--- src/design/ookpw_pkg.sv ---
`timescale 1ns / 1ps
// ----------------------------------------------------------------------------
// ookpw_pkg
// Shared types and constants for the OOK pulse-width frame decoder.
// ----------------------------------------------------------------------------
package ookpw_pkg;

   localparam int unsigned WIDTH_W   = 16;
   localparam int unsigned OUT_BYTES = 5;
   localparam int unsigned CSR_IDX_W = 4;

   // register indexes on the csr port
   localparam logic [CSR_IDX_W-1:0] CSR_MIN_PULSE      = 4'd0;
   localparam logic [CSR_IDX_W-1:0] CSR_BIT_ZERO_MAX   = 4'd1;
   localparam logic [CSR_IDX_W-1:0] CSR_BIT_END_MIN    = 4'd2;
   localparam logic [CSR_IDX_W-1:0] CSR_SYNC_GAP_LOW   = 4'd3;
   localparam logic [CSR_IDX_W-1:0] CSR_SYNC_GAP_HIGH  = 4'd4;
   localparam logic [CSR_IDX_W-1:0] CSR_DATA_HIGH_LOW  = 4'd5;
   localparam logic [CSR_IDX_W-1:0] CSR_DATA_HIGH_HIGH = 4'd6;
   localparam logic [CSR_IDX_W-1:0] CSR_LONG_GAP_MIN   = 4'd7;

   // register reset values
   localparam logic [WIDTH_W-1:0] RST_MIN_PULSE      = 16'd391;
   localparam logic [WIDTH_W-1:0] RST_BIT_ZERO_MAX   = 16'd1100;
   localparam logic [WIDTH_W-1:0] RST_BIT_END_MIN    = 16'd2010;
   localparam logic [WIDTH_W-1:0] RST_SYNC_GAP_LOW   = 16'd8500;
   localparam logic [WIDTH_W-1:0] RST_SYNC_GAP_HIGH  = 16'd9000;
   localparam logic [WIDTH_W-1:0] RST_DATA_HIGH_LOW  = 16'd470;
   localparam logic [WIDTH_W-1:0] RST_DATA_HIGH_HIGH = 16'd600;
   localparam logic [WIDTH_W-1:0] RST_LONG_GAP_MIN   = 16'd45000;

   // fixed preamble windows, all bounds exclusive
   localparam logic [WIDTH_W-1:0] SYNC_HIGH_LO = 16'd500;
   localparam logic [WIDTH_W-1:0] SYNC_HIGH_HI = 16'd590;
   localparam logic [WIDTH_W-1:0] SYNC_LOW_LO  = 16'd390;
   localparam logic [WIDTH_W-1:0] SYNC_LOW_HI  = 16'd470;
   localparam logic [WIDTH_W-1:0] END_SYNC_HI  = 16'd11100;

   localparam logic [1:0] PREAMBLE_LAST = 2'd2;
   localparam logic [1:0] PREAMBLE_MAX  = 2'd3;

   // kind of the gap that ended a frame
   localparam logic [1:0] END_LONG_GAP  = 2'd0;
   localparam logic [1:0] END_SYNC_GAP  = 2'd1;
   localparam logic [1:0] END_OTHER_GAP = 2'd2;

   typedef struct packed {
      logic [WIDTH_W-1:0] min_pulse;
      logic [WIDTH_W-1:0] bit_zero_max;
      logic [WIDTH_W-1:0] bit_end_min;
      logic [WIDTH_W-1:0] sync_gap_low;
      logic [WIDTH_W-1:0] sync_gap_high;
      logic [WIDTH_W-1:0] data_high_low;
      logic [WIDTH_W-1:0] data_high_high;
      logic [WIDTH_W-1:0] long_gap_min;
   } cfg_type;

   // commands from the pulse sequencer to the byte store
   typedef struct packed {
      logic frame_start;
      logic take_bit;
      logic bit_value;
   } store_ctl_type;

   // snapshot of the byte store for a result
   typedef struct packed {
      logic [OUT_BYTES-1:0][7:0] bytes;
      logic [2:0]                bytes_done;
      logic [2:0]                bits_pending;
      logic                      overflow;
   } store_view_type;

endpackage

--- src/design/ookpw_byte_store.sv ---
`timescale 1ns / 1ps
// ----------------------------------------------------------------------------
// ookpw_byte_store
// Frame byte buffer: packs data bits MSB-first, tracks byte index, bit count
// and the overflow flag of the current frame.
// ----------------------------------------------------------------------------
module ookpw_byte_store #(
   parameter int unsigned FRAME_BYTES = 5
) (
   input  logic                    clock,
   input  logic                    reset,
   input  ookpw_pkg::store_ctl_type ctl,
   output ookpw_pkg::store_view_type view
);

   localparam int unsigned IDX_W = $clog2(FRAME_BYTES + 1);

   logic [7:0]       frame_ff [FRAME_BYTES];
   logic [7:0]       frame_in [FRAME_BYTES];
   logic [IDX_W-1:0] byte_index_ff, byte_index_in;
   logic [2:0]       bit_count_ff, bit_count_in;
   logic             overflow_ff, overflow_in;

   logic [IDX_W:0]   index_inc;
   logic             byte_done;
   logic [IDX_W+2:0] index_wide;

   assign index_inc = {1'b0, byte_index_ff} + {{IDX_W{1'b0}}, 1'b1};
   assign byte_done = ctl.take_bit && (bit_count_ff == 3'd7);

   always_comb begin
      byte_index_in = byte_index_ff;
      bit_count_in  = bit_count_ff;
      overflow_in   = overflow_ff;
      for (int i = 0; i < FRAME_BYTES; i++) begin
         frame_in[i] = frame_ff[i];
      end
      if (ctl.frame_start) begin
         byte_index_in = '0;
         bit_count_in  = '0;
         overflow_in   = 1'b0;
         frame_in[0]   = '0;
      end else if (ctl.take_bit) begin
         for (int i = 0; i < FRAME_BYTES; i++) begin
            if (byte_index_ff == IDX_W'(i)) begin
               frame_in[i] = {frame_ff[i][6:0], ctl.bit_value};
            end
         end
         bit_count_in = bit_count_ff + 3'd1;
         if (byte_done) begin
            if (index_inc > (IDX_W + 1)'(FRAME_BYTES)) begin
               // surplus byte finished: wrap, byte 0 keeps its contents
               byte_index_in = '0;
               overflow_in   = 1'b1;
            end else begin
               byte_index_in = index_inc[IDX_W-1:0];
               for (int i = 0; i < FRAME_BYTES; i++) begin
                  if (index_inc == (IDX_W + 1)'(i)) begin
                     frame_in[i] = '0;
                  end
               end
            end
         end
      end
   end

   always_ff @(posedge clock) begin
      if (reset) begin
         byte_index_ff <= '0;
         bit_count_ff  <= '0;
         overflow_ff   <= 1'b0;
         for (int i = 0; i < FRAME_BYTES; i++) begin
            frame_ff[i] <= '0;
         end
      end else begin
         byte_index_ff <= byte_index_in;
         bit_count_ff  <= bit_count_in;
         overflow_ff   <= overflow_in;
         for (int i = 0; i < FRAME_BYTES; i++) begin
            frame_ff[i] <= frame_in[i];
         end
      end
   end

   assign index_wide = {3'b000, byte_index_ff};

   generate
      for (genvar k = 0; k < ookpw_pkg::OUT_BYTES; k++) begin : g_view
         if (k < FRAME_BYTES) begin : g_live
            assign view.bytes[k] = frame_ff[k];
         end else begin : g_none
            assign view.bytes[k] = '0;
         end
      end
   endgenerate

   assign view.bytes_done   = index_wide[2:0];
   assign view.bits_pending = bit_count_ff;
   assign view.overflow     = overflow_ff;

endmodule

--- src/design/ook_pulse_width_frame_decoder_core.sv ---
`timescale 1ns / 1ps
// ----------------------------------------------------------------------------
// ook_pulse_width_frame_decoder_core
// OOK pulse-width decoder: finds the sync preamble, reads data bits from low
// pulse widths and reports each frame when an end gap arrives.
// ----------------------------------------------------------------------------
// Usage:
//   req_* carries one pulse width (microseconds) per transfer. rsp_* carries
//   one frame result (five bytes, counts, end gap kind, overflow) per frame.
//   csr_* writes the eight 16-bit thresholds; index 8 and up is ignored.
// Throughput: one pulse per cycle unless stalled. Each pulse is decoded by
//   a single compare and shift pass between input and result register.
// Latency: the result of a frame is valid the cycle after the transfer of
//   its ending pulse.
// Stall: while a result waits on rsp_ready, pulses keep flowing except when
//   the decoder expects a data low pulse, the only pulse that can end a
//   frame; then req_ready follows rsp_ready.
// Reset: thresholds return to defaults, the decoder hunts for sync, the
//   frame buffer, counts and overflow clear and no result is pending.
// ----------------------------------------------------------------------------
module ook_pulse_width_frame_decoder_core #(
   parameter int unsigned FRAME_BYTES = 5
) (
   input  logic        clock,
   input  logic        reset,
   input  logic        req_valid,
   output logic        req_ready,
   input  logic [15:0] req_pulse_width,
   output logic        rsp_valid,
   input  logic        rsp_ready,
   output logic [7:0]  rsp_byte_0,
   output logic [7:0]  rsp_byte_1,
   output logic [7:0]  rsp_byte_2,
   output logic [7:0]  rsp_byte_3,
   output logic [7:0]  rsp_byte_4,
   output logic [2:0]  rsp_bytes_done,
   output logic [2:0]  rsp_bits_pending,
   output logic [1:0]  rsp_end_kind,
   output logic        rsp_overflow,
   input  logic        csr_write_enable,
   input  logic [3:0]  csr_index,
   input  logic [15:0] csr_write_data
);

   typedef enum logic [2:0] {
      PH_SYNC_HIGH = 3'd0,
      PH_SYNC_LOW  = 3'd1,
      PH_SYNC_GAP  = 3'd2,
      PH_DATA_HIGH = 3'd3,
      PH_DATA_LOW  = 3'd4
   } phase_type;

   ookpw_pkg::cfg_type        cfg_ff;
   phase_type                 phase_ff, phase_in;
   logic [1:0]                preamble_ff, preamble_in;
   ookpw_pkg::store_ctl_type  ctl;
   ookpw_pkg::store_view_type view;

   logic        rsp_valid_ff;
   logic [ookpw_pkg::OUT_BYTES-1:0][7:0] rsp_bytes_ff;
   logic [2:0]  rsp_bytes_done_ff, rsp_bits_pending_ff;
   logic [1:0]  rsp_end_kind_ff, end_kind;
   logic        rsp_overflow_ff;

   logic        accept, live, emit;
   logic [15:0] w;

   // only an expected data low can produce a result
   assign req_ready = !rsp_valid_ff || rsp_ready || (phase_ff != PH_DATA_LOW);
   assign accept    = req_valid && req_ready;
   assign w         = req_pulse_width;
   assign live      = accept && (w > cfg_ff.min_pulse);

   always_comb begin
      phase_in        = phase_ff;
      preamble_in     = preamble_ff;
      ctl.frame_start = 1'b0;
      ctl.take_bit    = 1'b0;
      ctl.bit_value   = !(w < cfg_ff.bit_zero_max);
      emit            = 1'b0;
      if (live) begin
         unique case (phase_ff)
            PH_SYNC_LOW: begin
               if (w > ookpw_pkg::SYNC_LOW_LO && w < ookpw_pkg::SYNC_LOW_HI) begin
                  if (preamble_ff < ookpw_pkg::PREAMBLE_MAX) begin
                     preamble_in = preamble_ff + 2'd1;
                  end
               end else begin
                  preamble_in = '0;
               end
               phase_in = PH_SYNC_HIGH;
            end
            PH_SYNC_GAP: begin
               if (w > cfg_ff.sync_gap_low && w < cfg_ff.sync_gap_high) begin
                  ctl.frame_start = 1'b1;
                  phase_in        = PH_DATA_HIGH;
               end else begin
                  phase_in = PH_SYNC_HIGH;
               end
            end
            PH_DATA_HIGH: begin
               if (w > cfg_ff.data_high_low && w < cfg_ff.data_high_high) begin
                  phase_in = PH_DATA_LOW;
               end else begin
                  phase_in = PH_SYNC_HIGH;
               end
            end
            PH_DATA_LOW: begin
               if (w < cfg_ff.bit_end_min) begin
                  ctl.take_bit = 1'b1;
                  phase_in     = PH_DATA_HIGH;
               end else begin
                  emit     = 1'b1;
                  phase_in = PH_SYNC_HIGH;
               end
            end
            default: begin
               // hunting sync high, unused codes land here too
               phase_in = PH_SYNC_HIGH;
               if (w > ookpw_pkg::SYNC_HIGH_LO && w < ookpw_pkg::SYNC_HIGH_HI) begin
                  if (preamble_ff == ookpw_pkg::PREAMBLE_LAST) begin
                     preamble_in = '0;
                     phase_in    = PH_SYNC_GAP;
                  end else begin
                     phase_in = PH_SYNC_LOW;
                  end
               end
            end
         endcase
      end
   end

   always_comb begin
      priority if (w > cfg_ff.long_gap_min) begin
         end_kind = ookpw_pkg::END_LONG_GAP;
      end else if (w > cfg_ff.sync_gap_low && w < ookpw_pkg::END_SYNC_HI) begin
         end_kind = ookpw_pkg::END_SYNC_GAP;
      end else begin
         end_kind = ookpw_pkg::END_OTHER_GAP;
      end
   end

   ookpw_byte_store #(
      .FRAME_BYTES(FRAME_BYTES)
   ) u_store (
      .clock(clock),
      .reset(reset),
      .ctl  (ctl),
      .view (view)
   );

   always_ff @(posedge clock) begin
      if (reset) begin
         phase_ff     <= PH_SYNC_HIGH;
         preamble_ff  <= '0;
         rsp_valid_ff <= 1'b0;
      end else begin
         phase_ff    <= phase_in;
         preamble_ff <= preamble_in;
         if (emit) begin
            rsp_valid_ff <= 1'b1;
         end else if (rsp_ready) begin
            rsp_valid_ff <= 1'b0;
         end
      end
   end

   always_ff @(posedge clock) begin
      if (emit) begin
         rsp_bytes_ff        <= view.bytes;
         rsp_bytes_done_ff   <= view.bytes_done;
         rsp_bits_pending_ff <= view.bits_pending;
         rsp_end_kind_ff     <= end_kind;
         rsp_overflow_ff     <= view.overflow;
      end
   end

   always_ff @(posedge clock) begin
      if (reset) begin
         cfg_ff.min_pulse      <= ookpw_pkg::RST_MIN_PULSE;
         cfg_ff.bit_zero_max   <= ookpw_pkg::RST_BIT_ZERO_MAX;
         cfg_ff.bit_end_min    <= ookpw_pkg::RST_BIT_END_MIN;
         cfg_ff.sync_gap_low   <= ookpw_pkg::RST_SYNC_GAP_LOW;
         cfg_ff.sync_gap_high  <= ookpw_pkg::RST_SYNC_GAP_HIGH;
         cfg_ff.data_high_low  <= ookpw_pkg::RST_DATA_HIGH_LOW;
         cfg_ff.data_high_high <= ookpw_pkg::RST_DATA_HIGH_HIGH;
         cfg_ff.long_gap_min   <= ookpw_pkg::RST_LONG_GAP_MIN;
      end else if (csr_write_enable) begin
         unique case (csr_index)
            ookpw_pkg::CSR_MIN_PULSE:      cfg_ff.min_pulse      <= csr_write_data;
            ookpw_pkg::CSR_BIT_ZERO_MAX:   cfg_ff.bit_zero_max   <= csr_write_data;
            ookpw_pkg::CSR_BIT_END_MIN:    cfg_ff.bit_end_min    <= csr_write_data;
            ookpw_pkg::CSR_SYNC_GAP_LOW:   cfg_ff.sync_gap_low   <= csr_write_data;
            ookpw_pkg::CSR_SYNC_GAP_HIGH:  cfg_ff.sync_gap_high  <= csr_write_data;
            ookpw_pkg::CSR_DATA_HIGH_LOW:  cfg_ff.data_high_low  <= csr_write_data;
            ookpw_pkg::CSR_DATA_HIGH_HIGH: cfg_ff.data_high_high <= csr_write_data;
            ookpw_pkg::CSR_LONG_GAP_MIN:   cfg_ff.long_gap_min   <= csr_write_data;
            default: begin
            end
         endcase
      end
   end

   assign rsp_valid        = rsp_valid_ff;
   assign rsp_byte_0       = rsp_bytes_ff[0];
   assign rsp_byte_1       = rsp_bytes_ff[1];
   assign rsp_byte_2       = rsp_bytes_ff[2];
   assign rsp_byte_3       = rsp_bytes_ff[3];
   assign rsp_byte_4       = rsp_bytes_ff[4];
   assign rsp_bytes_done   = rsp_bytes_done_ff;
   assign rsp_bits_pending = rsp_bits_pending_ff;
   assign rsp_end_kind     = rsp_end_kind_ff;
   assign rsp_overflow     = rsp_overflow_ff;

endmodule
--- config.mk ---
export PLATFORM = sky130hd
export DESIGN_NAME = ook_pulse_width_frame_decoder_core
export DESIGN_NICKNAME = d
export VERILOG_FILES = /design/src/design/ookpw_pkg.sv /design/src/design/ookpw_byte_store.sv /design/src/design/ook_pulse_width_frame_decoder_core.sv
export SDC_FILE = /design/constraint.sdc
export NUM_CORES = 1
export LEC_CHECK = 0
export ABC_AREA = 1
export ABC_CLOCK_PERIOD_IN_PS = 3600
export BUFFER_PORTS_ARGS = -buffer_cell sky130_fd_sc_hd__buf_2
export CAP_MARGIN = 0
export CELL_PAD_IN_SITES_DETAIL_PLACEMENT = 2
export CELL_PAD_IN_SITES_GLOBAL_PLACEMENT = 2
export CORE_MARGIN = 1
export CORE_UTILIZATION = 36
export DETAILED_ROUTE_END_ITERATION = 16
export PLACE_DENSITY = 0.9
export SLEW_MARGIN = 20
export SYNTH_ARGS = -nofsm -noshare
export SYNTH_HDL_FRONTEND = slang
export SYNTH_HIERARCHICAL = 1
export SYNTH_SLANG_ARGS = --single-unit
--- constraint.sdc ---
create_clock -name clock -period 3.6 [get_ports clock]
set_clock_uncertainty 0.2 [all_clocks]
set_input_delay 0.36 -clock clock [delete_from_list [all_inputs] [get_ports clock]]
set_output_delay 0.36 -clock clock [all_outputs]
set_load 0.01 [all_outputs]
======== Word level (Yosys, flattened, before mapping) ========
Memory sizes are Yosys's and may differ from the RTL's.
Index checks and enable logic that the tools add are counted.
cells by class
  $add $sub $neg .......................... 3
  magnitude comparators ................... 15
  equality and inequality tests ........... 23
  mux-type cells .......................... 46
  bitwise gates (word level) .............. 6
  reductions and logical operators ........ 31
operator list
  cell                  count
  $mux 8                16
  $mux 40               3
  $gt 16x16->1          4
  $lt 16x16->1          4
  $gt 16x9->1 const B   2
  $mux 32               1
  $eq 4x3->1 const B    5
  $mux 2                10
  $reduce_and 2->1      9
  $eq 4x2->1 const B    4
  $lt 16x10->1 const B  1
  $lt 16x14->1 const B  1
  $lt 16x9->1 const B   1
  $eq 3x2->1 const B    4
  $mux 1                12
  $pmux 3 s4            1
  $eq 3x3->1 const B    3
  $eq 4x1->1 const B    2
  $logic_and 1x1->1     8
  $logic_not 4->1       2
  $eq 3x1->1 const B    2
  $mux 3                2
  $ne 3x3->1 const B    2
  $reduce_bool 2->1     3
  16 further kinds      22
word-level totals
  register bits ........................... 190
  RAM bits ................................ 40
  input bits .............................. 41
  output and inout port bits .............. 51
  logic and storage cells ................. 148
  memories ................................ 1
memories
  memory            depth  width  rd ports  clocked after Yosys merged registers in  write ports  RTL line                text
  u_store.frame_ff  5      8      5         0                                        5            ookpw_byte_store.sv:18  logic [7:0] frame_ff [FRAME_BYTES];

======== Depth between registers and ports, before layout ========
Gate-level depths: netlist of run 1.
  depth after elaboration ................. 11
  depth in mapped cells ................... 20
  depth with buffers taken out ............ 19

======== Hierarchy ========
The synthesis of run 1 kept the hierarchy.
by module, submodules not included
  module                              times used  cells each  area an instance (µm²)
  ook_pulse_width_frame_decoder_core  1           1124        9562.9
  ookpw_byte_store                    1           329         2294.7

======== Least setup slack after synthesis of run 1 ========
Ideal clock, no wire load.
  path type ............................... input-to-reg
  start point ............................. in req_pulse_width[0]
  end point ............................... reg rsp_bits_pending_ff[0], in the netlist rsp_bits_pending[0] (enable)
  data arrival time ....................... 2.586 ns
  required time ........................... 2.982 ns
  setup slack ............................. 0.395 ns
  stages on the path ...................... 13
  buffers on the path ..................... 0
  cell sequence ........................... inv_1 ha_1 inv_1 nand2_1 nand2_1 nand2_1 nand2_1 nand2_1 nand2_1 nand2_2 a21oi_4 nand2_2 nor2_2
between the ends
  longest elaborated chain between the ends .. 4
RTL lines
  element               RTL line                                   text
  from (decl)           ook_pulse_width_frame_decoder_core.sv:28   input logic [15:0] req_pulse_width,
  $lt 16x16->1          ook_pulse_width_frame_decoder_core.sv:109  if (w < cfg_ff.bit_end_min) begin
  $mux 1                ook_pulse_width_frame_decoder_core.sv:109
  $mux 1                ook_pulse_width_frame_decoder_core.sv:82   unique case (phase_ff)
  $mux 1 *              ook_pulse_width_frame_decoder_core.sv:81   if (live) begin
  via emit              ook_pulse_width_frame_decoder_core.sv:65   logic accept, live, emit;
  to (signal assigned)  ook_pulse_width_frame_decoder_core.sv:172  rsp_bits_pending_ff <= view.bits_pending;
  to (decl)             ook_pulse_width_frame_decoder_core.sv:61   logic [2:0] rsp_bytes_done_ff, rsp_bits_pending_ff;
Mark *: on every way through the listed nets, which the timed path passes. The rest lies on a longest branch.
A chain may end at the register's enable or synchronous reset.

==> run summary, run 1 <==
total number of vias: 10700
clk root buf: clkbuf_16
startpoint types: flip-flop
TritonCTS clock tree: built
Achievable Freq: 0.320 GHz
GR Overflow Total: 0
r2r setup slk: 0.47 ns
total CTS buffers: 27
Iter 0 DRT Violations: 454
# H-tree levels: 1
min-delay src: csr_write_data[9]
Worst Hold Class: input pin to flip-flop
clk sink count: 230
Worst Setup Path Type: flip-flop to flip-flop
Routed Antenna Nets: 0
antenna violations before repair: 1
Fill cells: 3624
area of the die: 33700 sq um
area grow syn2layout: 16.0%
Yosys reg bits: 230
Avg Cell Area, Syn: 8.16 sq um
Max Cap Viol: 0
Worst EP arrival: 3.40 ns
Pleak: 6.26 nW
synthesized net count: 1628
fraction of layout cells with a size suffix above 1: 0.127
hold path depth: 3
R2R Path End: u_store/frame_ff[0][20]
# nets final: 1724
commonest non-fill, non-tap cells in the layout: nand2_1, inv_1, dfxtp_1
vias in the first global route: 12300
Fin. Hold Viols: 0
fin crit period: 3.13 ns
HPWL Detailed: 29400 microns
post-cts sizing count: 0
Worst Hold Path EP: cfg_ff[25]
vias per cell: 5.32
setup bufs post-CTS: 0
Distinct cells, synth: 44
Final Instance Area: 13800 sq um
IO buf count: 91
Skew-Pair Late Insertion Delay: 0.57 ns
actual slew at the worst max-slew pin: 1.00 ns
PD cells: 450 nW/um^2
first-pass GRT wire length: 67800 microns
sequential share of the synthesized area: 0.430
Clock Pin Slew Worst Setup and Hold Paths: 0.06 ns
# hold bufs at CTS: 8
DRT Pass-1 Iters: 5
CORE AREA: 32500 sq um
TNS Setup: 0 ns
Setup crit end kind: flip-flop
Mapped Area: 11900 sq um
status: finished clean
WL per Instance: 21.6 microns
synth warn: 6
Top Ports: 92
RR Startpoint: cfg_ff[75]
Bufs on Longest Clock Path: 3
Std-Cell Rows: 66
Finish-stage setup viols: 0
slew margin rel.: 0.331
Syn Inst Count: 1453
largest net degree at the start of global routing: 72
Worst EP required: 3.87 ns
fin crit share: 0.869
Slew Limit Fails: 0
most common cell after layout, fill and taps aside: nand2_1
Total Wirelength: 43300 microns
Worst Reg-to-Reg Cells: 16
GRT Total Usage: 0.261
RePlAce Congestion: 0.829
crit-path max FO: 8
worst vdd ir: 0.000360 V
Initial Util: 0.365
dpl cell area: 12700 sq um
RSZ-0062 raised after global routing: false
Die Ht: 183 microns
Die Span X: 183 microns
# DRC: 0
-- worst max-delay path, cell delays in order, from the launching register on --
cell and delay [ns]:
dfxtp_1 0.31, inv_1 0.06, ha_1 0.30, nand2_1 0.10
nor2_1 0.23, nand2_1 0.16, inv_1 0.08, nand2_1 0.06
a21oi_1 0.20, nand2_1 0.16, nor2_1 0.46, inv_2 0.12
nand2_4 0.14, nor2_2 0.11, nand2_1 0.08, nand3_1 0.08
nor2_1 0.18
-- through the flow --
stage	hold WS [ns]	utilization	std cells	worst slack [ns]	power (mW)
after global routing	0.0204	0.424	2010	0.268	6.37
after CTS	0.000686	0.424	2010	0.514	6.22
final	0.00462	0.424	2011	0.472	6.18
after floorplan	0.208	-	1453	0.395	3.02
after detailed placement	0.221	0.392	1954	0.293	3.25
after global placement	0.213	0.392	1954	0.497	3.20
-- report_power, final --
group | leakage [nW] | switching (mW) | total, mW | internal, mW
clock network | 0.466 | 1.17 | 2.95 | 1.78
logic | 3.87 | 0.385 | 0.558 | 0.173
registers | 1.93 | 0.0142 | 2.67 | 2.66
-- synth_stat cells --
master    number  area (sq um)
nand4_1       16           100
a211oi_1       1          7.51
nor3_1         5          25.0
ha_1         134          1680
inv_2         13          48.8
xnor2_1        1          8.76
nand2_4        5          56.3
clkbuf_2       1          5.00
buf_6          6          67.6
nand4_2        1          12.5
o21ai_0      109           546
nor2_1       111           417
nor3_4         1          16.3
nor2b_1        1          6.26
clkinv_2       1          5.00
a21o_1         1          7.51
nand3b_1       4          30.0
a21oi_4        1          16.3
or3_1          1          6.26
o21ai_1        3          15.0
o21a_1         6          45.0
nor3b_1        1          7.51
and3_1         1          6.26
buf_1          1          3.75
inv_1        222           833
nand3_4        1          17.5
dfxtp_1      181          3620
nand3_2        5          50.1
a21oi_2        1          8.76
o211ai_1      37           278
buf_4          3          22.5
nor2_8         2          40.0
clkbuf_1      16          60.1
or2_2          1          6.26
o21bai_1       1          7.51
a21oi_1      154           771
o31ai_1        1          7.51
buf_2         12          60.1
nand2_1      251           942
nand2_2        7          43.8
nor2_2        12          75.1
edfxtp_1      49          1470
nand3_1       65           325
nor2_4         7          78.8
-- cell families (layout without fill, tap and decap cells) --
family,count (synthesis),in the layout,share of synthesized area
and+or+nand+nor,498,498,0.191
AOI/OAI and AO/OA,315,315,0.144
buffers and inverters,275,390,0.0933
DFF,230,230,0.430
adders and majority gates,134,134,0.141
xor gates and xnor gates,1,1,0.000739
other,0,1,0
-- sequential cells by signal, summed over array words and instances (netlist names), 3 cells and up --
signal and flops:
rsp_byte_0 8, phase_ff 3, rsp_byte_4 8, u_store/byte_index_ff 3, rsp_byte_2 8, rsp_bytes_done 3, u_store/bit_count_ff 3, u_store/frame_ff 40
rsp_byte_3 8, cfg_ff 128, rsp_byte_1 8, rsp_bits_pending 3
-- layer usage --
layer  vias up  wire, microns  track usage
li1       4974              -            -
met1      5371          17100        0.281
met2       262          22800        0.497
met3        98           1760       0.0422
met4         0           1700        0.116
met5         -              0            0
-- worst max-delay path by stage --
stage	from	to	slack [ns]	cells past startpoint
floorplan	req_pulse_width[0]	rsp_bits_pending[0]	0.40	13
global placement	req_pulse_width[9]	u_store/frame_ff[0][35]	0.50	14
CTS	cfg_ff[75]	u_store/frame_ff[0][15]	0.51	14
finish	cfg_ff[75]	u_store/frame_ff[0][20]	0.47	16
detailed placement	req_pulse_width[11]	u_store/frame_ff[0][16]	0.29	14
global route	cfg_ff[75]	u_store/frame_ff[0][21]	0.27	16
-- area by class of cell --
class	count	area, sq um	area share
tap	442	553	0.0402
multi-input combinational	948	5660	0.412
timing repair buffer	106	613	0.0446
antenna	1	2.50	0.000182
inverter	236	887	0.0645
clock inverter	12	171	0.0125
clock buffer	36	769	0.0559
sequential	230	5090	0.370
Power figures use the tool's default switching activity.
==> inputs of run 2 (changes only) <==
CTS_CLUSTER_DIAMETER = 120   (was not set)
MAX_ROUTING_LAYER = met4   (was not set)
==> run 2 against run 1 <==
  * Maximum frequency down 0.13%
  * Global-route usage up 0.79 points
  * Die area stayed put
  * Clock power about the same
==> run summary, run 2 (synthesized netlist as in run 1, its figures left out) <==
status: finished clean
actual slew at the worst max-slew pin: 1.00 ns (-0.00240 ns)
WL per Instance: 21.6 microns (about the same)
crit-path max FO: 8 (unchanged)
total CTS buffers: 27 (unchanged)
antenna violations before repair: 1 (unchanged)
Pleak: 6.26 nW (unchanged)
Worst EP required: 3.87 ns (about the same)
Max Cap Viol: 0 (unchanged)
GRT Total Usage: 0.269 (+0.00790)
Worst Reg-to-Reg Cells: 16 (unchanged)
Top Ports: 92 (unchanged)
DRT Pass-1 Iters: 4 (-1)
min-delay src: csr_write_data[9]
Setup crit end kind: flip-flop
worst setup path startpoint: cfg_ff[75]
startpoint types: flip-flop
Routed Antenna Nets: 0 (unchanged)
Worst Hold Class: input pin to flip-flop
Slew Limit Fails: 0 (unchanged)
commonest non-fill, non-tap cells in the layout: nand2_1, inv_1, dfxtp_1
dpl cell area: 12700 sq um (unchanged)
largest net degree at the start of global routing: 72 (unchanged)
crit path capture: u_store/frame_ff[0][20]
Power Total: 6.19 mW (about the same)
fin crit share: 0.870 (+0.00113)
Skew-Pair Late Insertion Delay: 0.57 ns (about the same)
Biggest register: cfg_ff
post-cts sizing count: 0 (unchanged)
# nets final: 1724 (unchanged)
largest registers: cfg_ff (128), u_store/frame_ff (40)
GR Overflow Total: 0 (unchanged)
Total Wirelength: 43300 microns (about the same)
Std-Cell Rows: 66 (unchanged)
max reg flops: 128 (unchanged)
area of the die: 33700 sq um (unchanged)
Util after Layout: 0.424 (unchanged)
TritonCTS clock tree: built
Bufs on Longest Clock Path: 3 (unchanged)
r2r setup slk: 0.47 ns (about the same)
clk root buf: clkbuf_16
Initial Util: 0.365 (unchanged)
# H-tree levels: 1 (unchanged)
most common cell after layout, fill and taps aside: nand2_1
CORE AREA: 32500 sq um (unchanged)
worst vdd ir: 0.000363 V (+0.74%)
fraction of layout cells with a size suffix above 1: 0.127 (unchanged)
R2R Path End: u_store/frame_ff[0][20]
RSZ-0062 raised after global routing: false
Die Span X: 183 microns (unchanged)
total number of vias: 10700 (-0.17%)
RR Startpoint: cfg_ff[75]
Worst EP arrival: 3.40 ns (about the same)
RePlAce Congestion: 0.841 (+1.5%)
Fin. Hold Viols: 0 (unchanged)
IO buf count: 91 (unchanged)
fin crit period: 3.13 ns (+0.00408 ns)
vias in the first global route: 12400 (+0.049%)
TNS Setup: 0 ns (unchanged)
HPWL Detailed: 29400 microns (unchanged)
Finish-stage setup viols: 0 (unchanged)
# DRC: 0 (unchanged)
Die Ht: 183 microns (unchanged)
Worst Setup Path Type: flip-flop to flip-flop
vias per cell: 5.31 (-0.17%)
slew margin rel.: 0.332 (+0.00160)
Iter 0 DRT Violations: 432 (-4.8%)
Final Instance Area: 13800 sq um (unchanged)
area grow syn2layout: 16.0% (unchanged)
Achievable Freq: 0.319 GHz (-0.13%)
first-pass GRT wire length: 67800 microns (about the same)
PD cells: 450 nW/um^2 (about the same)
clk sink count: 230 (unchanged)
Clock Pin Slew Worst Setup and Hold Paths: 0.06 ns (about the same)
==> run 2: cell counts in the layout (fill, tap and decap cells not counted) <==
No cell type changed its count.
==> run 2: area by class of cell <==
cell class	instances	area [sq um]
Inverter	236	887
Multi-Input combinational cell	948	5660
Sequential cell	230	5090
Clock buffer	36	769
Clock inverter	12	171
Timing Repair Buffer	106	613
Fill cell	3625	18700
Tap cell	442	553
Antenna cell	1	2.50
==> run 2: routing by layer <==
metal | track usage | routed length [microns]
met5 | - | 0
met4 | 0.116 | 1740
met3 | 0.0420 | 1680
met2 | 0.498 | 22800
met1 | 0.281 | 17100
==> run 2: stage by stage <==
| stage | worst slack, ns | hold slack, ns | cells |
|---|---|---|---|
| after floorplan | 0.395 | 0.208 | 1453 |
| after global placement | 0.497 | 0.213 | 1954 |
| after detailed placement | 0.293 | 0.221 | 1954 |
| after CTS | 0.514 | 0.000686 | 2010 |
| after global routing | 0.268 | 0.0205 | 2011 |
| final | 0.468 | 0.00276 | 2011 |
==> run 2: where the power goes <==
group          total [mW]  internal, mW  switching, mW  leakage [nW]
Clock                2.96          1.78           1.17         0.466
Sequential           2.67          2.66         0.0141          1.93
Combinational       0.559         0.173          0.386          3.87
Total                6.19          4.61           1.57          6.26
==> run 2: worst min path at each step <==
stage                               end  slack, ns  depth (start not counted)
after CTS                    cfg_ff[22]     0.0007                          3
after detailed placement  rsp_byte_0[5]       0.22                          0
final                        cfg_ff[25]      0.003                          3
after global routing         cfg_ff[57]       0.02                          3
after global placement    rsp_byte_1[5]       0.21                          0
after floorplan           rsp_byte_0[0]       0.21                          0
==> run 2: critical path, cell delays in order (launching register included) <==
cell and delay (ns):
dfxtp_1 0.31, inv_1 0.06, ha_1 0.30, nand2_1 0.10, nor2_1 0.24, nand2_1 0.16, inv_1 0.09, nand2_1 0.06
a21oi_1 0.20, nand2_1 0.16, nor2_1 0.45, inv_2 0.12, nand2_4 0.14, nor2_2 0.11, nand2_1 0.08, nand3_1 0.08
nor2_1 0.18
==> run 2: repair_timing <==
action / 4_1_cts / 5_1_grt
endpoints found under the hold margin: 16 / 0
buffers inserted: 0 / 0
hold buffers: 8 / 0
==> inputs of run 3 (changes only) <==
CORE_MARGIN = 1.5   (was 1)
==> run 3 against run 2 <==
  * Clock-buffer cell count rose by 1
  * Critical path depth unchanged
  * Setup slack lost 0.14 ns
  * First-iteration DRC count increased by 18%
  * Hold slack improved by 0.022 ns
==> run summary, run 3 (synthesized netlist as in run 1, its figures left out) <==
fin crit period: 3.27 ns (+0.135 ns)
DRT Pass-1 Iters: 5 (+1)
post-cts sizing count: 0 (unchanged)
Skew-Pair Late Insertion Delay: 0.56 ns (about the same)
vias in the first global route: 12600 (+1.7%)
startpoint types: flip-flop
commonest non-fill, non-tap cells in the layout: nand2_1, inv_1, dfxtp_1
crit-path max FO: 8 (unchanged)
fin crit share: 0.908 (+0.0376)
actual slew at the worst max-slew pin: 1.09 ns (+0.0888 ns)
worst vdd ir: 0.000349 V (-3.7%)
RSZ-0062 raised after global routing: false
vias per cell: 5.45 (+2.6%)
Routed Antenna Nets: 0 (unchanged)
Max Cap Viol: 0 (unchanged)
RePlAce Congestion: 0.848 (+0.78%)
# H-tree levels: 1 (unchanged)
Util after Layout: 0.423 (-0.000501)
HPWL Detailed: 29100 microns (-1.0%)
Iter 0 DRT Violations: 509 (+18%)
# DRC: 0 (unchanged)
# nets final: 1727 (+0.17%)
Placed Instances: 1957 (+0.15%)
Fin. Hold Viols: 0 (unchanged)
most common cell after layout, fill and taps aside: nand2_1
antenna violations before repair: 1 (unchanged)
clk sink count: 230 (unchanged)
Bufs on Longest Clock Path: 3 (unchanged)
Top Ports: 92 (unchanged)
WL per Instance: 23.0 microns (+6.6%)
Pleak: 6.25 nW (-0.11%)
TritonCTS clock tree: built
largest registers: cfg_ff (128), u_store/frame_ff (40)
Post-Layout Cell Count: 2014 (+0.15%)
slew margin rel.: 0.273 (-0.0593)
Clock Pin Slew Worst Setup and Hold Paths: 0.06 ns (about the same)
Biggest register: cfg_ff
Fill cells: 3651 (+0.72%)
final worst setup slack: 0.333 ns (-0.135 ns)
Worst Hold Class: input pin to flip-flop
GRT Total Usage: 0.285 (+0.0157)
Slew Limit Fails: 0 (unchanged)
area of the die: 34000 sq um (+1.1%)
total CTS buffers: 28 (+3.7%)
pre-CTS setup slack: 0.307 ns (+0.0143 ns)
Worst EP required: 3.88 ns (about the same)
TNS Setup: 0 ns (unchanged)
IO buf count: 91 (unchanged)
PD cells: 448 nW/um^2 (-0.45%)
Worst Setup Path Type: flip-flop to flip-flop
area grow syn2layout: 15.8%
Worst EP arrival: 3.55 ns (+0.15 ns)
CORE AREA: 32500 sq um (unchanged)
Achievable Freq: 0.306 GHz (-4.1%)
total number of vias: 11000 (+2.7%)
Die Span X: 184 microns (+0.55%)
fraction of layout cells with a size suffix above 1: 0.129 (+0.00167)
Initial Util: 0.365 (unchanged)
Setup crit end kind: flip-flop
max reg flops: 128 (unchanged)
Total Wirelength: 46300 microns (+6.8%)
largest net degree at the start of global routing: 74 (+2.8%)
first-pass GRT wire length: 71800 microns (+5.8%)
status: finished clean
GR Overflow Total: 0 (unchanged)
setup bufs post-CTS: 0 (unchanged)
Std-Cell Rows: 66 (unchanged)
Die Ht: 184 microns (+0.55%)
Finish-stage setup viols: 0 (unchanged)
clk root buf: clkbuf_16
run 3: per-layer routing:
| metal | up-vias | global-route usage | share of wire |
|---|---|---|---|
| li1 | 4981 | - | - |
| met1 | 5480 | 0.304 | 0.39 |
| met2 | 359 | 0.518 | 0.52 |
| met3 | 159 | 0.0369 | 0.043 |
| met4 | 0 | 0.140 | 0.051 |
| met5 | - | - | 0 |
run 3: final cells by class:
class | instances | area (sq um) | share of cell area
Multi-Input combinational cell | 948 | 5660 | 0.412
Sequential cell | 230 | 5090 | 0.371
Inverter | 236 | 887 | 0.0646
Clock buffer | 37 | 764 | 0.0557
Timing Repair Buffer | 108 | 626 | 0.0455
Tap cell | 442 | 553 | 0.0403
Clock inverter | 12 | 148 | 0.0107
Antenna cell | 1 | 2.50 | 0.000182
run 3: final timing paths:
path	start	end	slack, ns	depth (start not counted)
worst max-delay path	cfg_ff[76]	u_store/frame_ff[0][12]	0.33	16
worst max register to register	cfg_ff[76]	u_store/frame_ff[0][12]	0.33	16
worst min register to register	u_store/frame_ff[0][39]	rsp_byte_4[7]	0.23	0
worst min-delay path	csr_write_data[7]	cfg_ff[39]	0.02	3
run 3: critical path, cell delays in order, from the launching register on:
cell and delay [ns]:
dfxtp_1 0.38, inv_1 0.10, ha_1 0.28, nand2_1 0.08, nor2_1 0.21, nand2_1 0.19, inv_1 0.10, nand2_1 0.07
a21oi_1 0.22, nand2_1 0.17, nor2_1 0.45, inv_2 0.11, nand2_4 0.15, nor2_2 0.12, nand2_1 0.09, nand3_1 0.08
nor2_1 0.18
run 3: what timing repair did:
| action | in CTS | in global routing |
|---|---|---|
| hold endpoints to repair | 14 | 0 |
| setup endpoints to repair | 0 | 0 |
| hold buffers | 7 | 0 |
run 3: power by group:
group	internal (mW)	leakage [nW]	switching (mW)
clock	1.70	0.448	1.20
combinational	0.176	3.88	0.408
sequential	2.66	1.93	0.0152
total	4.53	6.25	1.62
run 3: per-stage QoR:
| stage | instance area (sq um) | power (mW) | hold slack, ns |
|---|---|---|---|
| detailed placement | 12800 | 3.25 | 0.219 |
| CTS | 13700 | 6.15 | 0.000413 |
| floorplan | 11900 | 3.02 | 0.208 |
| global placement | 12800 | 3.20 | 0.212 |
| global route | 13700 | 6.33 | 0.0235 |
| finish | 13700 | 6.15 | 0.0243 |
